[src/mat_ram.sv]
// generic single write port, single read port ram with registered read data
// no package dependency
`default_nettype none

module mat_ram #(
	parameter int WIDTH = 32,
	parameter int DEPTH = 128,
	localparam int AW = (DEPTH > 1) ? $clog2(DEPTH) : 1
) (
	input  wire logic             clk,
	input  wire logic             we,
	input  wire logic [AW-1:0]    waddr,
	input  wire logic [WIDTH-1:0] wdata,
	input  wire logic [AW-1:0]    raddr,
	output      logic [WIDTH-1:0] rdata
);

	logic [WIDTH-1:0] mem_q [DEPTH];

	always_ff @(posedge clk) begin
		if (we) begin
			mem_q[waddr] <= wdata;
		end
		rdata <= mem_q[raddr];
	end

endmodule

`default_nettype wire

[config.mk]
export PLATFORM = sky130hd
export DESIGN_NAME = mat_ram
export DESIGN_NICKNAME = d
export VERILOG_FILES = /design/src/mat_ram.sv
export SDC_FILE = /design/constraint.sdc
export NUM_CORES = 2
export LEC_CHECK = 0
export ABC_CLOCK_PERIOD_IN_PS = 10100
export BUFFER_PORTS_ARGS = -buffer_cell sky130_fd_sc_hd__clkbuf_2
export CAP_MARGIN = 15
export CORE_ASPECT_RATIO = 0.5
export CORE_MARGIN = 4
export CORE_UTILIZATION = 68
export CTS_CLUSTER_DIAMETER = 80
export DETAILED_ROUTE_END_ITERATION = 12
export GPL_ROUTABILITY_DRIVEN = 0
export PLACE_DENSITY = 0.81
export SYNTH_ARGS = -nofsm -noshare
export SYNTH_HDL_FRONTEND = slang
export SYNTH_SLANG_ARGS = --single-unit
[constraint.sdc]
create_clock -name clk -period 10.1 [get_ports clk]
set_clock_uncertainty 0.2 [all_clocks]
set_input_delay 1.515 -clock clk [delete_from_list [all_inputs] [get_ports clk]]
set_output_delay 1.515 -clock clk [all_outputs]
set_load 0.05 [all_outputs]
---- Word-level counts from Yosys, hierarchy flattened ----
Memory sizes are Yosys's and may differ from the RTL's. A register that Yosys moved wholly into a read port is not among the register bits.
Index checks and enable logic that the tools add are counted.
cells by class
  multiplexer cells ....................... 2
operator list
  operator  count
  $mux 1    2
storage, ports and cells
  register bits ........................... 0
  input bits .............................. 48
  memories kept ........................... 1
  word-level logic and storage cells ...... 3
  memory bits (writable) .................. 4096
  output and inout port bits .............. 32
memories
  name   depth  bits a word  rd ports  clocked after Yosys merged registers in  wr ports  RTL line  RTL
  mem_q  128    32           1         1                                        1         18        logic [WIDTH-1:0] mem_q [DEPTH];

---- Logic depth before layout (Yosys ltp) ----
  depth after elaboration ................. 2
  mapped depth ............................ 8
  depth with buffers taken out ............ 4

---- Least setup slack after synthesis ----
No wires, ideal clock.
  path type ............................... input -> register
  start point ............................. input we
  end point ............................... memory mem_q[98][0] (enable)
  data required time ...................... 9439 ps
  cell stages on the path ................. 3
  arrival time ............................ 4293 ps
  slack ................................... 5146 ps
  setup time .............................. 461 ps
  cell sequence ........................... clkbuf_1 > nand4_1 > nor3_1
on the way
  word-level cells in the longest chain between the ends .. 2
RTL lines
  what                          RTL line  RTL
  from (decl)                   11        input wire logic we,
  $mux 1                        21        if (we) begin
  $mux 1 (not written as such)  22        mem_q[waddr] <= wdata;
  to (decl)                     18
Every way passes these cells.

==> impl_metrics.csv <==
group,metric,value,unit
drt,drt_iter0_markers,20700,
clocking,clk_path_buf_depth,4,
min_path,hold_path_class,"in2reg",
logic_synthesis,synth_warnings,0,
die,placeableCoreArea,229000,sq um
pwr,p_sw,8280,uW
drt,wire_per_inst,54.6,um
setup_path,start_kind,"input pin",
logic_synthesis,syn_inst,5990,
timing,fin_setup_tns,0,ns
global_routing,grt_start_max_net_pins,137,
die,die_w,686,um
clocking,clock-sinks,4128,
cells_and_area,nFillCells,10100,
logic_synthesis,synth_nets,6038,
cells_and_area,final_common_cell,"edfxtp_1",
cells_and_area,nNetsFinal,6349,
timing,min_period_over_period,0.534,
logic_synthesis,netlist-cell-type-count,17,
logic_synthesis,synthArstFlopShare,0,
logic_synthesis,syn_area,156000,sq um
place,dp_hpwl,239000,um
logic_synthesis,synth.top_cell.area_share,0.787,
global_routing,grt_pass1_vias,79300,
min_path,hold_start,"wdata[20]",
logic_synthesis,synth-main-ff-cell,"edfxtp_1",
global_routing,grt_use_total,0.449,
die,die_area,238000,sq um
setup_path,path_class,"in2reg",
die,num_io_pins,80,
pwr,p_int,26900,uW
cells_and_area,area_growth,11.0,%
logic_synthesis,ys_seq_area_frac,0.791,
die,start_util,0.684,
timing,hold_viol,0,
pwr,clock_power_share,0.401,
clocking,post_cts_buffers,0,
clocking,htreeDepth,5,
global_routing,grt_overflow,0,
die,die_h,347,um
clocking,clkTransAtPathRegs,0.08,ns
logic_synthesis,synth-seq-cells,4128,
pwr,power_frac_comb,0.059,
setup_path,cp.required,10.71,ns
pwr,power_leakage,0.0528,uW
timing,min_period,5.40,ns
drt,antenna_left,0,
pwr,sequentialPowerShare,0.540,
clocking,insertion_delay,0.94,ns
logic_synthesis,synth-edff-count,4096,
setup_path,ff2ff_path_depth,4,
timing,fmax,185,MHz
timing,setup_slack,4.70,ns
global_routing,antenna_found_initial,102,
setup_path,cp.arrival,6.01,ns
min_path,hold_depth,1,
die,placementRows,124,
setup_path,path_max_fanout,82,
pwr,peakVddDrop,0.143,mV
pwr,cellPowerDensity,203,nW/um^2
timing,finalMaxSlewViolations,0,
drt,vias,82600,
clocking,cts_tree,"built",
clocking,ctsResizeCount,0,
status,outcome,"completed",
place,place.port_buffers,79,
clocking,cts_buffers,336,
pwr,switching_share,0.235,
drt,wl,532000,um
clocking,ctsHoldBuffers,0,
logic_synthesis,synth_area_leader_cell,"edfxtp_1",
timing,worst_pin_slew,1.45,ns
place,dp.cells,9043,
setup_path,startpoint,"raddr[2]",
global_routing,grt_pass1_wl,711000,um
drt,drc,0,
place,pre_cts_slack,4.07,ns
logic_synthesis,synthTopCellsByArea,"edfxtp_1 (79%), mux4_2 (19%), clkbuf_1 (0.44%)",
setup_path,timing.rr.start,"mem_q[103][8]$_DFFE_PP_",
cells_and_area,instances_no_fill,9749,
cells_and_area,final_layout_size_suffix_gt1_frac,0.346,
timing,slew_headroom,0.0346,
drt,dr.pass1.iters,6,
clocking,root_buffer,"clkbuf_16",
drt,vias_per_cell,8.48,
logic_synthesis,syn_avg_cell_area,26.1,sq um
timing,setup_violations,0,
run,max_cap_viol_count,0,
cells_and_area,final_cell_mix,"edfxtp_1 (4096), mux4_2 (1344), clkbuf_16 (349)",
setup_path,setup.worst_path.end_class,"flip-flop",
timing,rsz0062_at_grt,"no",
cells by family (layout without fill, tap and decap cells):
| family | after synthesis | count (layout) | synth area share |
|---|---|---|---|
| flops | 4128 | 4128 | 0.791 |
| mux | 1376 | 1376 | 0.196 |
| other cells | 0 | 96 | 0 |
| buf+inv | 316 | 892 | 0.00839 |
| simple gates | 170 | 170 | 0.00446 |
layout make-up:
| class | count | area, sq um | share of cell area |
|---|---|---|---|
| diodes | 96 | 240 | 0.00139 |
| clock buffers | 428 | 9120 | 0.0526 |
| clock inverters | 175 | 1790 | 0.0103 |
| multi-input cells | 1546 | 32300 | 0.186 |
| flip-flops and latches | 4128 | 124000 | 0.713 |
| well taps | 3087 | 3860 | 0.0223 |
| repair buffers | 289 | 2480 | 0.0143 |
routing by layer:
layer  GRT usage  part of all wire  wire length [um]
met3       0.207              0.20            106000
met2       0.645              0.44            235000
met1       0.583              0.28            150000
met5      0.0106           0.00094               501
met4       0.245             0.076             40500
power by group through the flow:
stage                     Combinational (uW)  Clock, uW  Sequential (uW)
after floorplan                          913          0            19400
after global placement                  1760          0            19300
after detailed placement                1850          0            19400
after CTS                               1940      13900            19000
after global routing                    2060      14700            19000
final                                   2080      14100            19000
sequential cells by signal, summed over array words and instances, names as in the netlist:
name	cells
mem_q	4096
rdata	32
cells in the mapped netlist, types with 7 or more instances:
library cell / n
nor2_1: 122
edfxtp_1: 4096
nand2_1: 14
buf_1: 50
mux2_2: 32
nor3_1: 9
nor2b_1: 7
dfxtp_1: 32
mux4_2: 1344
nand3_1: 12
buf_2: 79
clkbuf_1: 182
worst max-delay path: stages:
cell    delay, ns
buf_8        0.60
buf_4        0.70
buf_4        0.91
mux4_2       0.47
mux4_2       0.65
mux4_2       0.65
mux2_2       0.34
metrics by stage:
step | instance area [sq um] | hold WS, ns | power, uW | util
after detailed placement | 162000 | 0.933 | 21200 | 0.709
after global routing | 173000 | 0.741 | 35800 | 0.758
final | 173000 | 0.749 | 35200 | 0.759
after CTS | 173000 | 0.709 | 34800 | 0.757
after floorplan | 156000 | 0.874 | 20300 | -
after global placement | 162000 | 0.906 | 21100 | 0.709
path summary, 6_finish.rpt:
check                             to  slack [ns]
max                rdata[10]$_DFF_P_        4.70
min          mem_q[78][20]$_DFFE_PP_        0.75
max reg2reg         rdata[8]$_DFF_P_        6.94
min reg2reg        rdata[26]$_DFF_P_        0.99
Note: power is estimated with default switching activity, not from simulation.
