### src/mat_pkg.sv
// shared types, constants and helpers of the matrix add / transpose / multiply engine
// depends on nothing; every other file but mat_ram refers to it by scoped names
`default_nettype none

package mat_pkg;

	localparam int DATA_W      = 32;
	localparam int IDX_W       = 3;
	localparam int DIM_W       = 4;
	localparam int MAX_DIM_DEF = 8;
	localparam int CFG_IDX_W   = 2;
	localparam int CFG_DATA_W  = 4;
	localparam int JOB_DEPTH   = 2;
	localparam int OUT_DEPTH   = 4;

	// register indexes of the configuration port
	typedef enum logic [CFG_IDX_W-1:0] {
		REG_MODE   = 2'd0,
		REG_ROWS_A = 2'd1,
		REG_COLS_A = 2'd2,
		REG_COLS_B = 2'd3
	} cfg_reg_t;

	// mode register codes
	localparam logic [1:0] MODE_ADD = 2'd0;
	localparam logic [1:0] MODE_MUL = 2'd1;
	localparam logic [1:0] MODE_TRN = 2'd2;

	typedef enum logic [1:0] {
		OP_ADD = 2'd0,
		OP_MUL = 2'd1,
		OP_TRN = 2'd2
	} op_t;

	// one loaded problem handed from the front to the back
	typedef struct packed {
		logic              bank;
		op_t               op;
		logic [DIM_W-1:0]  ra;
		logic [DIM_W-1:0]  ca;
		logic [DIM_W-1:0]  cb;
	} job_t;

	// one result beat
	typedef struct packed {
		logic [DATA_W-1:0] value;
		logic [IDX_W-1:0]  row;
		logic [IDX_W-1:0]  col;
		logic              last;
	} res_t;

	// unused mode code runs as transpose
	function automatic op_t to_op(input logic [1:0] mode);
		op_t op;
		op = OP_TRN;
		unique case (mode)
			MODE_ADD: op = OP_ADD;
			MODE_MUL: op = OP_MUL;
			default:  op = OP_TRN;
		endcase
		return op;
	endfunction

	// zero counts as one, anything above the limit as the limit
	function automatic logic [DIM_W-1:0] clamp_dim(input logic [DIM_W-1:0] d,
			input int maxd);
		logic [DIM_W-1:0] res;
		res = d;
		if (d == '0) begin
			res = DIM_W'(1);
		end else if (int'(d) > maxd) begin
			res = DIM_W'(maxd);
		end
		return res;
	endfunction

endpackage

`default_nettype wire

### src/mat_job_fifo.sv
// short job queue between the loading front and the computing back
// depends on mat_pkg
`default_nettype none

module mat_job_fifo (
	input  wire logic           clk,
	input  wire logic           arst_n,
	input  wire logic           push,
	input  wire mat_pkg::job_t  push_job,
	output      logic           full,
	input  wire logic           pop,
	output      logic           valid,
	output      mat_pkg::job_t  head
);

	localparam int DEPTH = mat_pkg::JOB_DEPTH;
	localparam int PW    = (DEPTH > 1) ? $clog2(DEPTH) : 1;
	localparam int CW    = $clog2(DEPTH + 1);

	mat_pkg::job_t    ent_q [DEPTH];
	logic [PW-1:0]    wr_ptr_q;
	logic [PW-1:0]    rd_ptr_q;
	logic [CW-1:0]    count_q;

	assign full  = (count_q == CW'(DEPTH));
	assign valid = (count_q != '0);
	assign head  = ent_q[rd_ptr_q];

	always_ff @(posedge clk) begin
		if (push) begin
			ent_q[wr_ptr_q] <= push_job;
		end
	end

	always_ff @(posedge clk or negedge arst_n) begin
		if (!arst_n) begin
			wr_ptr_q <= '0;
			rd_ptr_q <= '0;
			count_q  <= '0;
		end else begin
			if (push) begin
				wr_ptr_q <= (wr_ptr_q == PW'(DEPTH - 1)) ? '0 : wr_ptr_q + PW'(1);
			end
			if (pop) begin
				rd_ptr_q <= (rd_ptr_q == PW'(DEPTH - 1)) ? '0 : rd_ptr_q + PW'(1);
			end
			if (push && !pop) begin
				count_q <= count_q + CW'(1);
			end else if (pop && !push) begin
				count_q <= count_q - CW'(1);
			end
		end
	end

`ifndef NO_ASSERTIONS
	a_no_push_full: assert property (@(posedge clk) disable iff (!arst_n)
		push |-> (!full || pop))
		else $error("job pushed into a full queue");
`endif

endmodule

`default_nettype wire

### config.mk
export PLATFORM = sky130hd
export DESIGN_NAME = mat_job_fifo
export DESIGN_NICKNAME = d
export VERILOG_FILES = /design/src/mat_pkg.sv /design/src/mat_job_fifo.sv
export SDC_FILE = /design/constraint.sdc
export NUM_CORES = 1
export LEC_CHECK = 0
export BUFFER_PORTS_ARGS = -buffer_cell sky130_fd_sc_hd__clkbuf_2
export CAP_MARGIN = 30
export CORE_ASPECT_RATIO = 1.75
export CORE_MARGIN = 1
export CORE_UTILIZATION = 45
export CTS_BUF_LIST = sky130_fd_sc_hd__clkbuf_8 sky130_fd_sc_hd__clkbuf_16
export CTS_CLUSTER_SIZE = 8
export DETAILED_ROUTE_END_ITERATION = 16
export PLACE_DENSITY = 0.83
export SKIP_CTS_REPAIR_TIMING = 1
export SLEW_MARGIN = 20
export SYNTH_ARGS = -nofsm -noshare
export SYNTH_HDL_FRONTEND = slang
export SYNTH_SLANG_ARGS = --single-unit
### constraint.sdc
create_clock -name clk -period 1.5 [get_ports clk]
set_input_delay 0.225 -clock clk [delete_from_list [all_inputs] [get_ports clk]]
set_output_delay 0.225 -clock clk [all_outputs]
set_load 0.02 [all_outputs]
Word level (Yosys, flattened, before mapping)
Memory sizes are Yosys's and may differ from the RTL's.
Index checks and enable logic that the tools add are counted.
{"block": "totals", "reg_bits": 4, "latchBits": 0, "ram_bits": 30, "romBits": 0, "input_bits": 19, "out_inout_bits": 17, "elab_cells": 21, "n_memories": 1}
{"block": "op_classes", "n_addsub": 4, "multipliers": 0, "div_mod_pow": 0, "n_lt_le_gt_ge": 0, "eq_ne": 1, "shift": 0, "mux": 6, "n_bitwise": 0, "reduce_logical": 6}
{"memory": "ent_q", "depth": 2, "word_bits": 15, "rd": 1, "rd_clocked_by_memory_dff": 0, "wr": 1, "line_no": "mat_job_fifo.sv:20", "rtl": "mat_pkg::job_t ent_q [DEPTH];"}
{"operator": "$mux 1", "count": 4}
{"operator": "$mux 2", "count": 2}
{"operator": "$reduce_bool 2->1", "count": 2}
{"operator": "$add 1x1->1 const B", "count": 2}
{"operator": "$add 2x1->2 const B", "count": 1}
{"operator": "$eq 2x2->1 const B", "count": 1}
{"operator": "$logic_and 1x1->1", "count": 2}
{"operator": "$logic_not 1->1", "count": 2}
{"operator": "$sub 2x1->2 const B", "count": 1}

Logic depth before layout (Yosys ltp)
Gate-level depths: netlist of run 1.
{"block": "logic_depth", "ltp_word": 4, "ltp_mapped": 5, "ltp_nobuf": 5}

Least setup slack after synthesis of run 1
OpenSTA, ideal clock, no wires.
{"block": "synth_path", "path_type": "register -> register", "from": "register wr_ptr_q", "to": "memory ent_q[0][0] in the netlist's numbering, enable pin", "setup_time_ns": 0.388, "t_arrival_ns": 1.095, "required_time_ns": 1.112, "slack_ns": 0.017, "path_stages_with_launch": 2, "path_buffers": 0, "period_less_slack_ns": 1.483, "path_cell_list": "dfrtp_1 nor2b_1"}
{"element": "start: declaration", "line_no": "mat_job_fifo.sv:21", "rtl": "logic [PW-1:0] wr_ptr_q;"}
{"element": "start signal: assignment", "line_no": "mat_job_fifo.sv:42", "rtl": "wr_ptr_q <= (wr_ptr_q == PW'(DEPTH - 1)) ? '0 : wr_ptr_q + PW'(1);"}
{"element": "end: declaration", "line_no": "mat_job_fifo.sv:20"}
Straight into the memory's write port.

==> results of run 1 <==
layout make-up:
class	count	area, µm²	share of cell area [%]
Clock inverter	3	12.5	0.712
Timing Repair Buffer	41	337	19.2
Inverter	1	3.75	0.214
Clock buffer	5	68.8	3.92
Tap cell	27	33.8	1.92
Sequential cell	34	1000	57.1
Multi-Input combinational cell	26	299	17.0
critical path, delay by kind of cell, from the launching register on:
| family | cells | cell delay (ps) |
|---|---|---|
| DFF | 1 | 440 |
| muxes | 1 | 300 |
| buffers and inverters | 2 | 310 |
per-layer routing:
| metal | up-vias | wire length [µm] |
|---|---|---|
| met5 | - | 0 |
| met2 | 26 | 1170 |
| met1 | 325 | 704 |
| met4 | 0 | 72 |
| li1 | 326 | - |
| met3 | 7 | 124 |
per-stage QoR:
stage / instance area (µm²) / util [%] / hold slack (ps) / instances
finish: 1760 / 63.8 / 132 / 137
global route: 1760 / 63.8 / 126 / 137
CTS: 1620 / 58.8 / -264 / 134
detailed placement: 1540 / 55.8 / 43.2 / 126
global placement: 1540 / 55.8 / 34.2 / 126
floorplan: 1320 / - / -70.6 / 63
cells in the mapped netlist, drive strengths merged:
master	n
edfxtp	30
mux2	15
dfrtp	4
xor2	4
buf	2
nor2b	2
and2	1
ha	1
inv	1
nor2	1
or2	1
xnor2	1
registers in the layout, indices dropped and copies added, names as in the netlist:
signal and flops:
ent_q 30, count_q 2, rd_ptr_q 1, wr_ptr_q 1
worst max-delay path by stage:
stage,startpoint,end,slack [ps],cells past startpoint
floorplan,wr_ptr_q,ent_q[0][0],20,1
finish,rd_ptr_q,head[8],-50,3
global placement,rd_ptr_q,head[1],170,3
global route,rd_ptr_q,head[6],-100,3
detailed placement,rd_ptr_q,head[6],150,3
CTS,rd_ptr_q,head[6],-160,3
logic make-up (layout without fill, tap and decap cells):
logic type / after synthesis / in the layout / synth area share, %
flops: 34 / 34 / 75.6
fa+ha+maj: 1 / 1 / 0.945
simple gates: 5 / 5 / 2.17
xor+xnor: 5 / 5 / 3.31
mux: 15 / 15 / 15.3
buf+inv: 3 / 50 / 2.65
where the power goes:
group          total (W)  switching, W  internal, W
Clock           0.000596      0.000285     0.000311
Sequential       0.00138      0.000108      0.00128
Combinational    0.00145      0.000655     0.000794
Total            0.00343       0.00105      0.00238
==> flow_metrics.py, run 1 <==
metrics = {
    "critical_path": {
        "critPathSlowestCell": "dfrtp_2",
        "critical_path_class": "reg -> out",
        "startpoint_type": "flop",
        "crit_arrival_ps": 1330,
        "crit_path_max_incr_delay_ps": 440,
        "worstReg2RegStart": "wr_ptr_q",
        "crit_chain": "clkbuf_16 -> mux2_4 -> buf_6",
        "setup.worst_path.end_class": "primary output",
        "ff2ff_setup_slack_ps": 370,
        "required_ps": 1270,
        "ff2ff_path_depth": 2,
        "crit_fanout": 7,
        "r2r_end": "ent_q[0][12]",
    },
    "sta": {
        "tightest_slew_ps": 194,
        "grt_setup_unrepaired": "yes",
        "slew_headroom_pct": 87.1,
        "finalSetupViolCount": 15,
        "layout_setup_ws_ps": -51.6,
        "setup_tns_ps": -567,
        "finalCriticalPeriod_ps": 1550,
        "drv_slew": 0,
        "finClkSkew_ps": 4.63,
        "finalCritPeriodShare_pct": 103,
        "hold_viol": 0,
        "fmax_ghz": 0.644,
    },
    "synthesis": {
        "synth.distinct_cells": 14,
        "ys_seq_area_share_pct": 75.6,
        "synth.avg_cell_area_um2": 21.0,
        "yosys-top-cells-area": "edfxtp_1 68%, mux2_4 10%, dfrtp_1 7.6%",
        "yosysTopAreaCellShare_pct": 68.1,
        "syn_inst": 63,
        "synth-seq-cells": 34,
        "synth_nets": 83,
        "synth_top_cell_by_area": "edfxtp_1",
        "yosys_warnings": 0,
        "synthesis.area_um2": 1320,
    },
    "clock_network": {
        "clk_pin_slew_ps": 60,
        "cts_tree": "built",
        "clock_latency_ps": 280,
        "cts_buffer_depth": 2,
        "htree_levels": 2,
        "cts_buffers": 5,
        "clock-sinks": 34,
        "cts_root_buffer": "clkbuf_8",
    },
    "detailed_routing": {
        "firstDrtPassIters": 3,
        "vias_per_cell": 4.99,
        "drc": 0,
        "vias": 684,
        "ant_nets": 0,
        "wl_per_cell_um": 15.1,
        "wl_um": 2080,
        "drtIter0Drc": 10,
    },
    "placed_design": {
        "gp_congestion": 0.641,
        "io_buffers": 35,
        "place_ws_ps": 145,
    },
    "final_layout": {
        "nFillCells": 200,
        "final_common_cell": "edfxtp_1",
        "area_growth_pct": 32.7,
        "n_antenna_cell": 0,
        "drive_gt1_share_pct": 57.3,
        "finalNetCount": 129,
        "final_cell_mix": "30 x edfxtp_1, 21 x clkbuf_2, 13 x buf_6",
    },
    "hold_path": {
        "holdCritPathClass": "in -> reg",
        "hold-path-cell-count": 1,
        "hold-path-endpoint": "ent_q[1][9]",
        "holdCritStartpoint": "push_job[9]",
    },
    "global_routing": {
        "use_met1_pct": 14.2,
        "grt_overflow": 0,
        "antenna_found_initial": 0,
        "use_met3_pct": 6.39,
        "grt_max_degree": 15,
        "grt.busiest_layer": "met2",
        "grt_pass1_vias": 764,
        "track_usage_pct": 15.5,
        "grt_pass1_wl_um": 3310,
        "use_met2_pct": 26.1,
    },
    "status": {
        "violations": "setup timing",
        "status": "finished with violations",
    },
    "floorplan": {
        "dieArea_um2": 3170,
        "die_h_um": 73.8,
        "ios": 36,
        "design.core.area_um2": 2750,
        "rows": 25,
        "die_w_um": 43,
        "initial_utilization_pct": 48.1,
    },
    "run": {
        "cap_viol_max_count": 0,
    },
    "power": {
        "total_power_w": 0.00343,
        "p_leak_nw": 0.741,
        "power_density_nw_per_um2": 1950,
        "ir_worst_vdd_uv": 1240,
    },
}
No activity file was read; power rests on OpenSTA's default activity.
==> inputs of run 2 (changes only) <==
BUFFER_PORTS_ARGS = -buffer_cell sky130_fd_sc_hd__buf_2   (was -buffer_cell sky130_fd_sc_hd__clkbuf_2)
==> run 2 against run 1 <==
Net effect: the run still ends with setup timing left; count of clock-buffer cells in the layout is the same; clock power grew 2%; setup slack lost 3.2 ps; clock skew grew 3.1 ps; flip-flop and latch count is the same; maximum frequency shrank 0.21%; first-iteration DRC count grew 40%; via count grew 1.0%; worst hold slack lost 2.8 ps; largest power group unchanged.
==> flow_metrics.py, run 2 (same netlist as run 1, synthesis figures left out) <==
metrics = {
    "status": {
        "status": "finished with violations",
        "violations": "setup timing",
    },
    "detailed_routing": {
        "wl_per_cell_um": 16.6,
        "wl_met2_um": 1340,
        "vias_per_cell": 5.08,
        "wl_um": 2250,
        "dr.max_layer_used": "met4",
        "wl_met1_um": 785,
        "vias": 691,
        "drc": 0,
        "firstDrtPassIters": 2,
        "drtIter0Drc": 14,
        "ant_nets": 0,
        "routed-wl-met3_um": 94,
    },
    "final_layout": {
        "final_area_um2": 1770,
        "regMostFlops": "ent_q",
        "nFillCells": 198,
        "area_growth_pct": 33.8,
        "final_cell_mix": "30 x edfxtp_1, 20 x buf_2, 15 x mux2_4",
        "finalNetCount": 129,
        "largest_reg_flops": 30,
        "reg.largest.list": "ent_q x30, count_q x2",
        "drive_gt1_share_pct": 58.7,
        "n_antenna_cell": 0,
        "final_common_cell": "edfxtp_1",
    },
    "sta": {
        "fmax_ghz": 0.643,
        "timing.hold.ws_ps": 129,
        "finalCriticalPeriod_ps": 1550,
        "finClkSkew_ps": 7.78,
        "layout_setup_ws_ps": -54.9,
        "finalCritPeriodShare_pct": 104,
        "drv_slew": 0,
        "slew_headroom_pct": 86.9,
        "finalSetupViolCount": 15,
        "grt_setup_unrepaired": "yes",
        "hold_viol": 0,
        "setup_tns_ps": -627,
        "tightest_slew_ps": 196,
    },
    "global_routing": {
        "track_usage_pct": 15.5,
        "antenna_found_initial": 0,
        "grt_overflow": 0,
        "grt_pass1_wl_um": 3420,
        "grt_max_degree": 15,
        "grt_pass1_vias": 734,
    },
    "floorplan": {
        "die_w_um": 43,
        "dieArea_um2": 3170,
        "rows": 25,
        "ios": 36,
        "initial_utilization_pct": 48.1,
        "design.core.area_um2": 2750,
        "die_h_um": 73.8,
    },
    "critical_path": {
        "setup.worst_path.end_class": "primary output",
        "startpoint_type": "flop",
        "ff2ff_path_depth": 2,
        "crit_fanout": 3,
        "crit_arrival_ps": 1330,
        "required_ps": 1270,
        "critical_path_class": "reg -> out",
    },
    "clock_network": {
        "htree_levels": 2,
        "cts_tree": "built",
        "clk_pin_slew_ps": 70,
        "cts_buffer_depth": 2,
        "cts_root_buffer": "clkbuf_8",
        "cts_buffers": 5,
        "clock_latency_ps": 280,
        "clock-sinks": 34,
    },
    "hold_path": {
        "holdCritPathClass": "in -> reg",
        "hold-path-cell-count": 1,
    },
    "placed_design": {
        "io_buffers": 35,
        "hpwl_um": 1550,
        "gp_congestion": 0.638,
        "placed_area_um2": 1540,
    },
    "power": {
        "ir_worst_vdd_uv": 1310,
        "power_density_nw_per_um2": 1970,
        "p_leak_nw": 0.749,
    },
    "run": {
        "cap_viol_max_count": 0,
    },
}
==> run 2: cell types whose count changed in the layout (fill, tap and decap cells not counted), sizes merged <==
cell and delta:
clkbuf -21, buf +21, inv -1
==> run 2: worst paths after layout <==
check / from / to / slack, ps
worst max-delay path: rd_ptr_q / head[5] / -50
worst min-delay path: push_job[9] / ent_q[1][9] / 130
worst max register to register: wr_ptr_q / ent_q[0][4] / 340
worst min register to register: count_q[1] / count_q[1] / 510
max in group asynchronous: arst_n / rd_ptr_q / 1040
min in group asynchronous: arst_n / wr_ptr_q / 310
==> run 2: layout make-up <==
type / count / area (µm²) / area share, %
Timing Repair Buffer: 41 / 343 / 19.4
Inverter: 1 / 3.75 / 0.212
Tap cell: 27 / 33.8 / 1.91
Clock buffer: 5 / 68.8 / 3.88
Clock inverter: 2 / 10.0 / 0.565
Multi-Input combinational cell: 26 / 310 / 17.5
Sequential cell: 34 / 1000 / 56.6
==> run 2: per-stage QoR <==
stage	worst slack (ps)	total power (W)	std cells	utilization (%)
5_1_grt	-91.1	0.00365	136	64.4
3_5_place_dp	139	0.00253	126	55.8
3_3_place_gp	172	0.00247	126	55.8
2_1_floorplan	16.8	0.00222	63	-
6_report	-54.9	0.00349	136	64.4
4_1_cts	-162	0.00314	133	58.7
==> run 2: worst max-delay path: stages, from the launching register on <==
cell,delay (ps)
dfrtp_2,450
buf_4,160
mux2_4,290
buf_4,160
==> run 2: per-layer routing <==
layer | up-vias | global-route usage, %
met5 | - | 0
met4 | 0 | 10.1
met3 | 4 | 4.18
met2 | 22 | 27.3
met1 | 340 | 15.5
li1 | 325 | -
==> run 2: where the power goes <==
group | internal [W] | switching (W) | leakage, nW
logic | 0.000830 | 0.000670 | 0.378
registers | 0.00128 | 0.000112 | 0.327
clock network | 0.000311 | 0.000295 | 0.0438
total | 0.00242 | 0.00108 | 0.749
==> inputs of run 3 (changes only) <==
SETUP_SLACK_MARGIN = 0.1   (was not set)
==> run 3 against run 2 <==
Net effect: worst hold slack better by 2.5 ps; the run now ends clean; die area is the same; total power is 0.47% lower; critical endpoint is now head[6]; setup slack better by 62 ps; non-clock buffer count rose by 5.
==> flow_metrics.py, run 3 (same netlist as run 1, synthesis figures left out) <==
metrics = {
    "floorplan": {
        "die_h_um": 73.8,
        "initial_utilization_pct": 48.1,
        "die_w_um": 43,
        "dieArea_um2": 3170,
        "rows": 25,
        "ios": 36,
        "design.core.area_um2": 2750,
    },
    "sta": {
        "fmax_ghz": 0.670,
        "finalSetupViolCount": 0,
        "drv_slew": 0,
        "finalCriticalPeriod_ps": 1490,
        "timing.hold.ws_ps": 132,
        "finClkSkew_ps": 1.91,
        "setup_tns_ps": 0,
        "tightest_slew_ps": 159,
        "grt_setup_unrepaired": "yes",
        "layout_setup_ws_ps": 6.88,
        "hold_viol": 0,
        "slew_headroom_pct": 89.3,
        "finalCritPeriodShare_pct": 99.5,
    },
    "clock_network": {
        "clock-sinks": 34,
        "cts_root_buffer": "clkbuf_8",
        "clk_pin_slew_ps": 60,
        "clock_latency_ps": 280,
        "cts_buffer_depth": 2,
        "cts_buffers": 5,
        "cts_tree": "built",
        "htree_levels": 2,
    },
    "power": {
        "ir_worst_vdd_uv": 1300,
        "p_leak_nw": 0.770,
        "power_density_nw_per_um2": 1940,
    },
    "placed_design": {
        "gp_congestion": 0.624,
        "placed_area_um2": 1550,
        "io_buffers": 35,
        "place_ws_ps": 259,
        "hpwl_um": 1480,
    },
    "critical_path": {
        "crit_arrival_ps": 1270,
        "ff2ff_path_depth": 4,
        "required_ps": 1270,
        "critPathLaunch": "rd_ptr_q",
        "setup.worst_path.end_class": "primary output",
        "critical_path_class": "reg -> out",
        "crit_fanout": 8,
        "startpoint_type": "flop",
        "worstReg2RegStart": "count_q[0]",
    },
    "hold_path": {
        "holdCritPathClass": "in -> reg",
        "hold-path-cell-count": 1,
        "holdCritStartpoint": "push_job[11]",
    },
    "global_routing": {
        "track_usage_pct": 13.7,
        "grt_overflow": 0,
        "grt_pass1_wl_um": 2930,
        "grt_pass1_vias": 707,
        "grt_max_degree": 10,
        "antenna_found_initial": 0,
    },
    "final_layout": {
        "regMostFlops": "ent_q",
        "reg.largest.list": "ent_q x30, count_q x2",
        "n_antenna_cell": 0,
        "final_common_cell": "edfxtp_1",
        "final_cell_mix": "30 x edfxtp_1, 20 x buf_2, 17 x buf_6",
        "drive_gt1_share_pct": 58.8,
        "largest_reg_flops": 30,
        "finalNetCount": 134,
        "area_growth_pct": 35.2,
        "final_area_um2": 1790,
        "postLayoutCoreUtil_pct": 65.0,
    },
    "run": {
        "cap_viol_max_count": 0,
    },
    "detailed_routing": {
        "vias_per_cell": 4.87,
        "wl_per_cell_um": 15.0,
        "firstDrtPassIters": 4,
        "ant_nets": 0,
        "vias": 687,
        "drtIter0Drc": 14,
        "wl_um": 2120,
        "drc": 0,
    },
    "status": {
        "status": "finished, final reports clean",
    },
}
## run 3: cell count changes in the layout (fill, tap and decap cells not counted), sizes merged
cell / before / now
buf: 39 / 45
clkbuf: 6 / 5
inv: 1 / 3
clkinv: 2 / 0
## run 3: area by class of cell
| cell class | count | area [µm²] |
|---|---|---|
| well taps | 27 | 33.8 |
| multi-input cells | 26 | 313 |
| inverters | 1 | 3.75 |
| flip-flops and latches | 34 | 1000 |
| repair buffers | 46 | 362 |
| fillers | 199 | 963 |
| clock inverters | 2 | 7.51 |
| clock buffers | 5 | 68.8 |
## run 3: worst max-delay path: stages (launching register included)
cell	delay (ps)
dfrtp_1	370
buf_6	170
mux2_4	310
buf_6	130
## run 3: power by group
| part | total [W] | internal (W) | leakage (nW) | switching [W] |
|---|---|---|---|---|
| clock network | 0.000581 | 0.000304 | 0.0466 | 0.000277 |
| logic | 0.00153 | 0.000847 | 0.395 | 0.000688 |
| registers | 0.00136 | 0.00127 | 0.328 | 0.0000867 |
## run 3: path summary, 6_finish.rpt
path	endpoint	slack (ps)
worst max-delay path	head[6]	7
worst min-delay path	ent_q[0][11]	130
worst max register to register	count_q[1]	430
worst min register to register	wr_ptr_q	530
max in group asynchronous	rd_ptr_q	1100
min in group asynchronous	wr_ptr_q	280
## run 3: metrics by stage
step	std cells	power (W)
floorplan	63	0.00223
CTS	136	0.00309
global placement	129	0.00248
global route	141	0.00362
detailed placement	129	0.00252
finish	141	0.00348
## run 3: per-layer routing
| metal | vias to the layer above | wire length [µm] | global-route usage, % |
|---|---|---|---|
| li1 | 334 | - | - |
| met1 | 321 | 742 | 12.3 |
| met2 | 25 | 1210 | 24.1 |
| met3 | 7 | 98 | 5.16 |
| met4 | 0 | 71 | 10.1 |
| met5 | - | 0 | 0 |
