[src/mat_pkg.sv]
// shared types, constants and helpers of the matrix add / transpose / multiply engine
// depends on nothing; every other file but mat_ram refers to it by scoped names
`default_nettype none

package mat_pkg;

	localparam int DATA_W      = 32;
	localparam int IDX_W       = 3;
	localparam int DIM_W       = 4;
	localparam int MAX_DIM_DEF = 8;
	localparam int CFG_IDX_W   = 2;
	localparam int CFG_DATA_W  = 4;
	localparam int JOB_DEPTH   = 2;
	localparam int OUT_DEPTH   = 4;

	// register indexes of the configuration port
	typedef enum logic [CFG_IDX_W-1:0] {
		REG_MODE   = 2'd0,
		REG_ROWS_A = 2'd1,
		REG_COLS_A = 2'd2,
		REG_COLS_B = 2'd3
	} cfg_reg_t;

	// mode register codes
	localparam logic [1:0] MODE_ADD = 2'd0;
	localparam logic [1:0] MODE_MUL = 2'd1;
	localparam logic [1:0] MODE_TRN = 2'd2;

	typedef enum logic [1:0] {
		OP_ADD = 2'd0,
		OP_MUL = 2'd1,
		OP_TRN = 2'd2
	} op_t;

	// one loaded problem handed from the front to the back
	typedef struct packed {
		logic              bank;
		op_t               op;
		logic [DIM_W-1:0]  ra;
		logic [DIM_W-1:0]  ca;
		logic [DIM_W-1:0]  cb;
	} job_t;

	// one result beat
	typedef struct packed {
		logic [DATA_W-1:0] value;
		logic [IDX_W-1:0]  row;
		logic [IDX_W-1:0]  col;
		logic              last;
	} res_t;

	// unused mode code runs as transpose
	function automatic op_t to_op(input logic [1:0] mode);
		op_t op;
		op = OP_TRN;
		unique case (mode)
			MODE_ADD: op = OP_ADD;
			MODE_MUL: op = OP_MUL;
			default:  op = OP_TRN;
		endcase
		return op;
	endfunction

	// zero counts as one, anything above the limit as the limit
	function automatic logic [DIM_W-1:0] clamp_dim(input logic [DIM_W-1:0] d,
			input int maxd);
		logic [DIM_W-1:0] res;
		res = d;
		if (d == '0) begin
			res = DIM_W'(1);
		end else if (int'(d) > maxd) begin
			res = DIM_W'(maxd);
		end
		return res;
	endfunction

endpackage

`default_nettype wire

[src/mat_out_if.sv]
// result stream channel: valid, ready, value with its row, column and last flag
// depends on mat_pkg
`default_nettype none

interface mat_out_if;
	logic                                valid;
	logic                                ready;
	logic signed [mat_pkg::DATA_W-1:0]   value;
	logic [mat_pkg::IDX_W-1:0]           row;
	logic [mat_pkg::IDX_W-1:0]           col;
	logic                                last;

	modport source (output valid, output value, output row, output col, output last,
		input ready);
	modport sink   (input valid, input value, input row, input col, input last,
		output ready);
endinterface

`default_nettype wire

[src/mat_back.sv]
// back: walks the result matrix, reads operands, multiply / add / accumulate, result queue
// depends on mat_pkg, mat_out_if
`default_nettype none

module mat_back #(
	parameter int MAX_DIM = mat_pkg::MAX_DIM_DEF,
	localparam int SAW = $clog2(2 * MAX_DIM * MAX_DIM)
) (
	input  wire logic                        clk,
	input  wire logic                        arst_n,
	input  wire logic                        job_valid,
	input  wire mat_pkg::job_t               job,
	output      logic                        job_pop,
	output      logic [SAW-1:0]              a_raddr,
	output      logic [SAW-1:0]              b_raddr,
	input  wire logic [mat_pkg::DATA_W-1:0]  a_rdata,
	input  wire logic [mat_pkg::DATA_W-1:0]  b_rdata,
	mat_out_if.source                        res
);

	localparam logic [SAW-1:0] BANK_OFS   = SAW'(MAX_DIM * MAX_DIM);
	localparam logic [SAW-1:0] ROW_STRIDE = SAW'(MAX_DIM);
	localparam int DW    = mat_pkg::DIM_W;
	localparam int IW    = mat_pkg::IDX_W;
	localparam int XW    = mat_pkg::DATA_W;
	localparam int ODEP  = mat_pkg::OUT_DEPTH;
	localparam int OPW   = (ODEP > 1) ? $clog2(ODEP) : 1;
	localparam int OCW   = $clog2(ODEP + 1);

	// walk counters
	logic [IW-1:0]  r_q, c_q, j_q;
	logic [DW-1:0]  rows, cols, terms;
	logic           row_last, col_last, term_last, issue;
	logic [SAW-1:0] bank_ofs;

	// pipeline
	logic              valid_s1, first_s1, final_s1, last_s1;
	mat_pkg::op_t      op_s1;
	logic [IW-1:0]     row_s1, col_s1;
	logic              valid_s2, first_s2, final_s2, last_s2;
	logic [IW-1:0]     row_s2, col_s2;
	logic [XW-1:0]     term_s2;
	logic [XW-1:0]     acc_q;
	logic [XW-1:0]     sum;
	logic [XW-1:0]     term;

	// result queue
	mat_pkg::res_t     oq_q [ODEP];
	logic [OPW-1:0]    owr_q, ord_q;
	logic [OCW-1:0]    ocount_q;
	logic [OCW-1:0]    credit_q;
	logic              opush, opop;
	mat_pkg::res_t     ohead;

	always_comb begin
		rows  = job.ra;
		cols  = job.ca;
		terms = DW'(1);
		unique case (job.op)
			mat_pkg::OP_ADD: begin
				rows = job.ra;
				cols = job.ca;
			end
			mat_pkg::OP_MUL: begin
				rows  = job.ra;
				cols  = job.cb;
				terms = job.ca;
			end
			mat_pkg::OP_TRN: begin
				rows = job.ca;
				cols = job.ra;
			end
			default: ;
		endcase
	end

	assign row_last  = ({1'b0, r_q} == rows - DW'(1));
	assign col_last  = ({1'b0, c_q} == cols - DW'(1));
	assign term_last = ({1'b0, j_q} == terms - DW'(1));
	// one credit per result that may still land in the queue
	assign issue     = job_valid && (credit_q < OCW'(ODEP));
	assign job_pop   = issue && term_last && col_last && row_last;
	assign bank_ofs  = job.bank ? BANK_OFS : '0;

	always_comb begin
		a_raddr = bank_ofs + SAW'(r_q) * ROW_STRIDE + SAW'(c_q);
		b_raddr = bank_ofs + SAW'(r_q) * ROW_STRIDE + SAW'(c_q);
		unique case (job.op)
			mat_pkg::OP_ADD: ;
			mat_pkg::OP_MUL: begin
				a_raddr = bank_ofs + SAW'(r_q) * ROW_STRIDE + SAW'(j_q);
				b_raddr = bank_ofs + SAW'(j_q) * ROW_STRIDE + SAW'(c_q);
			end
			mat_pkg::OP_TRN: begin
				a_raddr = bank_ofs + SAW'(c_q) * ROW_STRIDE + SAW'(r_q);
			end
			default: ;
		endcase
	end

	always_ff @(posedge clk or negedge arst_n) begin
		if (!arst_n) begin
			r_q <= '0;
			c_q <= '0;
			j_q <= '0;
		end else if (issue) begin
			if (term_last) begin
				j_q <= '0;
				if (col_last) begin
					c_q <= '0;
					r_q <= row_last ? '0 : r_q + IW'(1);
				end else begin
					c_q <= c_q + IW'(1);
				end
			end else begin
				j_q <= j_q + IW'(1);
			end
		end
	end

	// stage 1 tags line up with the registered ram read
	always_ff @(posedge clk or negedge arst_n) begin
		if (!arst_n) begin
			valid_s1 <= 1'b0;
			valid_s2 <= 1'b0;
		end else begin
			valid_s1 <= issue;
			valid_s2 <= valid_s1;
		end
	end

	always_ff @(posedge clk) begin
		op_s1    <= job.op;
		first_s1 <= (j_q == '0);
		final_s1 <= term_last;
		last_s1  <= term_last && col_last && row_last;
		row_s1   <= r_q;
		col_s1   <= c_q;
	end

	// stage 1 operation, one multiplier
	always_comb begin
		term = a_rdata;
		unique case (op_s1)
			mat_pkg::OP_ADD: term = a_rdata + b_rdata;
			mat_pkg::OP_MUL: term = a_rdata * b_rdata;
			mat_pkg::OP_TRN: term = a_rdata;
			default: ;
		endcase
	end

	always_ff @(posedge clk) begin
		term_s2  <= term;
		first_s2 <= first_s1;
		final_s2 <= final_s1;
		last_s2  <= last_s1;
		row_s2   <= row_s1;
		col_s2   <= col_s1;
	end

	// stage 2 accumulate
	assign sum   = first_s2 ? term_s2 : acc_q + term_s2;
	assign opush = valid_s2 && final_s2;

	always_ff @(posedge clk) begin
		if (valid_s2) begin
			acc_q <= sum;
		end
		if (opush) begin
			oq_q[owr_q] <= '{value: sum, row: row_s2, col: col_s2, last: last_s2};
		end
	end

	assign ohead     = oq_q[ord_q];
	assign res.valid = (ocount_q != '0);
	assign res.value = ohead.value;
	assign res.row   = ohead.row;
	assign res.col   = ohead.col;
	assign res.last  = ohead.last;
	assign opop      = res.valid && res.ready;

	always_ff @(posedge clk or negedge arst_n) begin
		if (!arst_n) begin
			owr_q    <= '0;
			ord_q    <= '0;
			ocount_q <= '0;
			credit_q <= '0;
		end else begin
			if (opush) begin
				owr_q <= (owr_q == OPW'(ODEP - 1)) ? '0 : owr_q + OPW'(1);
			end
			if (opop) begin
				ord_q <= (ord_q == OPW'(ODEP - 1)) ? '0 : ord_q + OPW'(1);
			end
			if (opush && !opop) begin
				ocount_q <= ocount_q + OCW'(1);
			end else if (opop && !opush) begin
				ocount_q <= ocount_q - OCW'(1);
			end
			if ((issue && term_last) && !opop) begin
				credit_q <= credit_q + OCW'(1);
			end else if (opop && !(issue && term_last)) begin
				credit_q <= credit_q - OCW'(1);
			end
		end
	end

`ifndef NO_ASSERTIONS
	a_credit_range: assert property (@(posedge clk) disable iff (!arst_n)
		credit_q <= OCW'(ODEP))
		else $error("result credits above queue depth");
	a_queue_room: assert property (@(posedge clk) disable iff (!arst_n)
		opush |-> (ocount_q < OCW'(ODEP)))
		else $error("result pushed into a full queue");
	a_credit_covers: assert property (@(posedge clk) disable iff (!arst_n)
		ocount_q <= credit_q)
		else $error("queued results exceed credits");
	a_pop_valid: assert property (@(posedge clk) disable iff (!arst_n)
		job_pop |-> job_valid)
		else $error("job released with no job present");
`endif

endmodule

`default_nettype wire

[src/flat_wrapper.sv]
// flat-port wrapper written by rule: the top's interface ports become plain ports
module mat_back_flat 
#(
	parameter int MAX_DIM = mat_pkg::MAX_DIM_DEF,
	localparam int SAW = $clog2(2 * MAX_DIM * MAX_DIM)
)
  (clk, arst_n, job_valid, job, job_pop, a_raddr, b_raddr, a_rdata, b_rdata, res_valid, res_value, res_row, res_col, res_last, res_ready);
  mat_out_if res_i ();
  input  wire logic clk;
  input  wire logic arst_n;
  input  wire logic job_valid;
  input  wire mat_pkg::job_t job;
  output      logic job_pop;
  output      logic [SAW-1:0] a_raddr;
  output      logic [SAW-1:0] b_raddr;
  input  wire logic [mat_pkg::DATA_W-1:0] a_rdata;
  input  wire logic [mat_pkg::DATA_W-1:0] b_rdata;
  output wire logic [$bits(res_i.valid)-1:0] res_valid;
  output wire logic [$bits(res_i.value)-1:0] res_value;
  output wire logic [$bits(res_i.row)-1:0] res_row;
  output wire logic [$bits(res_i.col)-1:0] res_col;
  output wire logic [$bits(res_i.last)-1:0] res_last;
  input wire logic [$bits(res_i.ready)-1:0] res_ready;
  assign res_valid = res_i.valid;
  assign res_value = res_i.value;
  assign res_row = res_i.row;
  assign res_col = res_i.col;
  assign res_last = res_i.last;
  assign res_i.ready = res_ready;
  mat_back #(.MAX_DIM(MAX_DIM)) u_core (.clk(clk), .arst_n(arst_n), .job_valid(job_valid), .job(job), .job_pop(job_pop), .a_raddr(a_raddr), .b_raddr(b_raddr), .a_rdata(a_rdata), .b_rdata(b_rdata), .res(res_i));
endmodule
[config.mk]
export PLATFORM = sky130hd
export DESIGN_NAME = mat_back_flat
export DESIGN_NICKNAME = d
export VERILOG_FILES = /design/src/mat_pkg.sv /design/src/mat_out_if.sv /design/src/mat_back.sv /design/src/flat_wrapper.sv
export SDC_FILE = /design/constraint.sdc
export NUM_CORES = 2
export LEC_CHECK = 0
export BUFFER_PORTS_ARGS = -buffer_cell sky130_fd_sc_hd__buf_2
export CELL_PAD_IN_SITES_DETAIL_PLACEMENT = 0
export CELL_PAD_IN_SITES_GLOBAL_PLACEMENT = 1
export CORE_ASPECT_RATIO = 0.75
export CORE_UTILIZATION = 50
export CTS_BUF_LIST = sky130_fd_sc_hd__clkbuf_8
export DETAILED_ROUTE_END_ITERATION = 12
export GPL_ROUTABILITY_DRIVEN = 0
export GPL_TIMING_DRIVEN = 0
export HOLD_SLACK_MARGIN = 0.03
export PLACE_DENSITY = 0.87
export SYNTH_ARGS = -nofsm -noshare
export SYNTH_HDL_FRONTEND = slang
export SYNTH_SLANG_ARGS = --single-unit
[constraint.sdc]
create_clock -name clk -period 6.2 [get_ports clk]
set_clock_uncertainty 0.15 [all_clocks]
set_input_delay 0.62 -clock clk [delete_from_list [all_inputs] [get_ports clk]]
set_output_delay 0.62 -clock clk [all_outputs]
set_load 0.01 [all_outputs]
* Yosys cells after proc, flatten, opt, wreduce, memory -nomap -nowiden
Memories as Yosys holds them, arrays and structs flattened.
Index checks and enable logic that the tools add are counted.
** Storage, ports and cells
- Flip-flop bits (word level) :: 105
- Bits in writable memories :: 156
- Input port bits :: 83
- Output and inout bits :: 55
- Word-level logic and storage cells :: 95
- Memories kept :: 1
** Memory list
- u_core.oq_q :: words 4, width 39, read ports 1, clocked after memory_dff 0, wr ports 1, line mat_back.sv:48 : mat_pkg::res_t oq_q [ODEP];
** Cells by class
- Add/subtract/negate cells :: 21
- $mul :: 1
- Order comparisons :: 1
- Equal/unequal tests :: 8
- Mux-type cells :: 19
- Reduce and logical (&&, ||, !) cells :: 22
** Operator list (count)
- $add A32 B32 Y32 :: 2
- $pmux W32 S2 :: 1
- $mul A32 B32 Y32 :: 1
- $mux W32 :: 1
- $add A7 B3 Y7 :: 4
- $add A7 B6 Y7 :: 3
- $mux W3 :: 7
- $add A3 B1 Y3 const B :: 5
- $mux W7 :: 2
- $pmux W7 S2 :: 1
- $eq A3 B4 Y1 :: 3
- $logic_and A1 B1 Y1 :: 12
- $sub A4 B1 Y4 const B :: 3
- $mux W4 :: 2
- $pmux W4 S2 :: 1
- $eq A2 B2 Y1 const B :: 3
- $sub A3 B1 Y3 const B :: 2
- $add A2 B1 Y2 const B :: 2
- $eq A2 B1 Y1 const B :: 2
- $mux W2 :: 2
- $reduce_bool A2 Y1 :: 2
- $logic_not A1 Y1 :: 3
- $logic_not A3 Y1 :: 1
- $lt A3 B3 Y1 const B :: 1
- other kinds (5) :: 6

* Depth between registers and ports, before layout
- Word-level depth :: 9
- Gate-level depth with buffers :: 27
- Mapped depth without buffers :: 25

* Worst setup path after synthesis
OpenSTA, ideal clock, no wires.
- Kind :: input -> register
- Start point :: in a_rdata[14] in the netlist's numbering
- End point :: reg u_core.term_s2[30]
- Setup time :: 0.120 ns
- Arrival :: 7.162 ns
- Data required time :: 5.930 ns
- Slack :: -1.231 ns
- Cell stages on the path :: 24
- Path through :: clkbuf_1 clkbuf_1 and2_1 fa_1 inv_1 fa_1 fa_1 fa_1 inv_1 fa_1 inv_1 fa_1 inv_1 fa_1 fa_1 ha_1 o21a_1 o21ai_0 o31a_1 a21boi_4 a31oi_4 a31oi_1 mux2_2 a211o_1
** Between the ends
- Cells in the longest elaborated chain, start to end :: 2
- Elaborated cells between the ends (all ways) :: 3
- Those cells by class :: add/sub (1); mul (1); mux (1)
** Ends and longest elaborated chain
- start: declaration :: line flat_wrapper.sv:16 : input wire logic [mat_pkg::DATA_W-1:0] a_rdata;
- $mul A32 B32 Y32 / $add A32 B32 Y32 (equally long branches) :: line mat_back.sv:146, mat_back.sv:145
- $pmux W32 S2 (*) :: line mat_back.sv:144 : unique case (op_s1)
- net u_core.term[30] :: line mat_back.sv:45 : logic [XW-1:0] term;
- end signal: assignment :: line mat_back.sv:153 : term_s2 <= term;
- end: declaration :: line mat_back.sv:42 : logic [XW-1:0] term_s2;
Mark *: on every way through the listed nets, which the timed path passes. The rest lies on a longest branch.
A chain may end at the register's enable or synchronous reset.

* Worst setup path after layout
- Start point :: in b_rdata[1] in the netlist's numbering
- End point :: reg u_core.term_s2[25]
** Between the ends
- Cells in the longest elaborated chain, start to end :: 2
- Elaborated cells between the ends (all ways) :: 3
- Those cells by class :: add/sub (1); mul (1); mux (1)
** Ends and longest elaborated chain
- start: declaration :: line flat_wrapper.sv:17 : input wire logic [mat_pkg::DATA_W-1:0] b_rdata;
- $mul A32 B32 Y32 / $add A32 B32 Y32 (equally long branches) :: line mat_back.sv:146, mat_back.sv:145
- $pmux W32 S2 (*) :: line mat_back.sv:144
- net u_core.term[25] :: line mat_back.sv:45
Marks and branches as above.

==> metrics.md <==
| Metric | Value |
|---|---|
| Endpoints failing hold | `0` |
| Category of the most critical setup path | `in2reg` |
| I/O pin cnt | `138` |
| HPWL after detailed placement | `slightly above 70000 microns` |
| Via count of the first global-routing pass | `~23000` |
| Max Root-Sink Buffers | `3` |
| Clock latency of the later-clocked register in the worst-skew pair | `around 540 ps` |
| Outcome | `complete, but fails checks` |
| Number of standard cells after synthesis | `roughly 2800` |
| Capture point of the worst reg-to-reg path | `u_core.acc_q[24]` |
| Area added between synthesis and finish | `16.1%` |
| Core box area | `about 58000 sq um` |
| Initial Util | `between 50 and 60%` |
| Post-synth top flop | `edfxtp_1` |
| Post-DRT Antenna Nets | `0` |
| Post-synthesis sequential area ratio | `about a quarter` |
| Max Freq | `around 0.14 GHz` |
| Count of input and output buffers | `137` |
| Top post-synthesis cells by area | `fa_1 (28%), edfxtp_1 (19%), ha_1 (8.6%)` |
| CTS Sinks | `between 200 and 300` |
| Fraction of post-synthesis cell area in the top cell type by area | `28.3%` |
| Post-synthesis async set-or-reset flop share | `slightly above 8%` |
| Fraction of layout cells with a size suffix above 1 | `around 17%` |
| Netlist area before placement | `29100 sq um` |
| Setup slack on the worst flop-to-flop path | `2760 ps` |
| Highest net fanout along the worst path | `10` |
| Unique masters post-synth | `just over 90` |
| Post-placement cell count | `between 3000 and 4000` |
| Final setup vio count | `19` |
| Setup repair after global routing missed its margin | `true` |
| Die Span X | `281 microns` |
| Syn. warnings | `0` |
| Vias per cell | `5.80` |
| Grt total ovfl | `0` |
| Final critical-path share of the clock period | `116%` |
| Syn nets | `between 3000 and 4000` |
| Number of placement rows | `76` |
| Number of buffers created by CTS | `34` |
| Minimum clock period after layout | `7200 ps` |
| R2r startpoint | `u_core.term_s2[0]` |
| Average wire length per cell after detail routing | `24.1 microns` |
| Design Area, Final | `roughly 34000 sq um` |
| CP startpoint kind | `primary input` |
| Maximum number of pins on one net before global-route repair | `38` |
| Post-detailed-route DRC marker count | `0` |
| Placed Instance Area | `around 31000 sq um` |
| Full die area | `59300 sq um` |
| Final instance count without filler cells | `around 3900` |
| Synth Area per Inst | `10.4 sq um` |
| Worst endpoint required time | `6440 ps` |
| Count of flip-flops with a built-in enable after synthesis | `about 190` |
| Final setup margin | `-1000 ps` |
| Overall track demand over capacity in global routing | `around a third` |
| Die outline height | `211 microns` |
| Post-synthesis register bit count | `261` |
| TritonCTS clock tree | `yes` |
| Slew Limit Headroom | `around 37%` |
| Slew of the pin with the lowest slew margin | `between 900 and 1000 ps` |
| Antenna violations before repair | `6` |
| Cell at the root of the clock tree | `clkbuf_8` |
| Net count, final | `3745` |
| Cell taking the most area after synthesis | `fa_1` |
| Via Count | `between 20000 and 25000` |
| Commonest cells in the synthesized netlist | `inv_1 (413), fa_1 (412), nand2_1 (317), and2_1 (303), ha_1 (201)` |
| Setup crit end kind | `flip-flop` |
| Capturing element of the worst setup path | `u_core.term_s2[25]` |
| H-tree depth reported by CTS | `2` |
| Worst reg-to-reg path cell count | `12` |
| Clock transition time at the flip-flop clock pins of the worst setup and hold paths | `roughly 70 ps` |
| First drt pass iteration count | `5` |
| Violated checks | `setup timing` |
| Global-route wire length before repair | `~140000 microns` |
| Max cap viols | `0` |
| DRC violation total after the first TritonRoute iteration | `between 2000 and 2500` |
| Crit path from | `b_rdata[1]` |
| Max-slew violations | `0` |
| Leading cell type by number of instances after synthesis | `inv_1` |
| Final routed wirelength across all metal layers | `93300 microns` |
| Arrival time at the worst endpoint | `between 7000 and 8000 ps` |
| Path class of the lowest-slack min-delay path | `in2reg` |
[state kept, by name, indices dropped and copies added, names as in the netlist, 2 cells and up]
name,cells
u_core.oq_q,156
u_core.acc_q,32
u_core.term_s2,32
u_core.c_q,3
u_core.col_s1,3
u_core.col_s2,3
u_core.credit_q,3
u_core.j_q,3
u_core.ocount_q,3
u_core.r_q,3
u_core.row_s1,3
u_core.row_s2,3
u_core.op_s1,2
u_core.ord_q,2
u_core.owr_q,2
[timing repair]
item | 4_1_cts | 5_1_grt
cloned | 1 | 0
resized for setup | 285 | 86
pin swaps | 65 | 67
hold buffers | 1 | 0
endpoints found under the hold margin | 21 | 0
setup endpoints to repair | 24 | 21
buffers inserted | 40 | 22
[cell families (layout without fill, tap and decap cells)]
logic type | after synthesis | in the layout | share of synthesized area [%]
other | 0 | 9 | 0
buffers and inverters | 540 | 805 | 7.05
XOR/XNOR | 141 | 141 | 4.24
multiplexers | 63 | 63 | 3.89
adder cells (fa/ha/maj) | 613 | 613 | 36.9
flip-flops | 261 | 261 | 24.7
AND/OR/NAND/NOR | 823 | 823 | 14.5
AO/OA/AOI/OAI | 369 | 369 | 8.69
[per-layer routing]
layer	track usage, %	vias to the layer above	share of wire [%]
li1	-	9644	-
met1	43.9	11200	40
met2	46.3	1338	42
met3	12.7	250	14
met4	9.70	8	3.7
met5	0	-	0.17
[worst max-delay path: stages]
cell	delay, ps
buf_2	280
clkbuf_4	370
buf_2	310
nand2_1	120
fa_1	560
fa_1	460
fa_1	490
inv_1	50
fa_1	490
inv_2	40
fa_1	470
inv_1	50
fa_1	450
fa_1	550
ha_4	230
o21a_1	210
o21ai_2	160
o31a_1	190
buf_6	150
buf_6	100
buf_6	90
nand3_2	50
a21o_1	200
a21o_1	190
a21oi_2	180
xor2_2	220
o221ai_2	140
[worst min path at each step]
stage | start | end | slack (ps) | cells after the start
finish | job[12] | u_core.op_s1[0] | 90 | 1
global route | job[12] | u_core.op_s1[0] | 60 | 1
CTS | job[12] | u_core.op_s1[0] | 60 | 1
detailed placement | u_core.row_s1[0] | u_core.row_s2[0] | 170 | 0
global placement | u_core.row_s1[2] | u_core.row_s2[2] | 160 | 0
floorplan | u_core.col_s1[0] | u_core.col_s2[0] | 160 | 0
[cell usage in the layout (no fill, tap or decap), drive strengths merged, types with 9 or more instances in the layout]
master    n
nand2b   16
inv     430
a21o     38
nor2     72
nor3     22
nand2   318
and2    304
buf     232
dfxtp    52
xnor2    96
a21oi    87
mux2     12
diode     9
o21a     24
nand3    17
nor3b    12
a31oi    17
o21ai    92
fa      412
mux2i    12
edfxtp  188
xor2     45
and3     14
clkbuf  131
dfrtp    21
a211oi   14
mux4     39
o211ai   10
ha      201
o31ai    10
[per-stage QoR]
step                      TNS [ps]  worst slack [ps]  hold slack [ps]  util, %
final                       -11550             -1000             86.6     58.8
after global routing        -12630             -1040             61.7     58.8
after CTS                    -8040              -854             62.0     57.9
after detailed placement    -44820             -2640              167     54.1
after global placement      -44140             -2600              162     53.9
after floorplan              -8010              -980              160        -
[final cells by class]
cell class,instances,area [sq um]
clock buffer,35,482
multi-input combinational,2009,20600
buffer,124,1380
inverter,414,1550
sequential,261,7210
timing repair buffer,205,1470
clock inverter,27,171
fill,4778,23700
antenna,9,22.5
tap,780,976
Power is not shown: default switching activity piles up to over one toggle a cycle in this logic, so the estimate is an artifact.
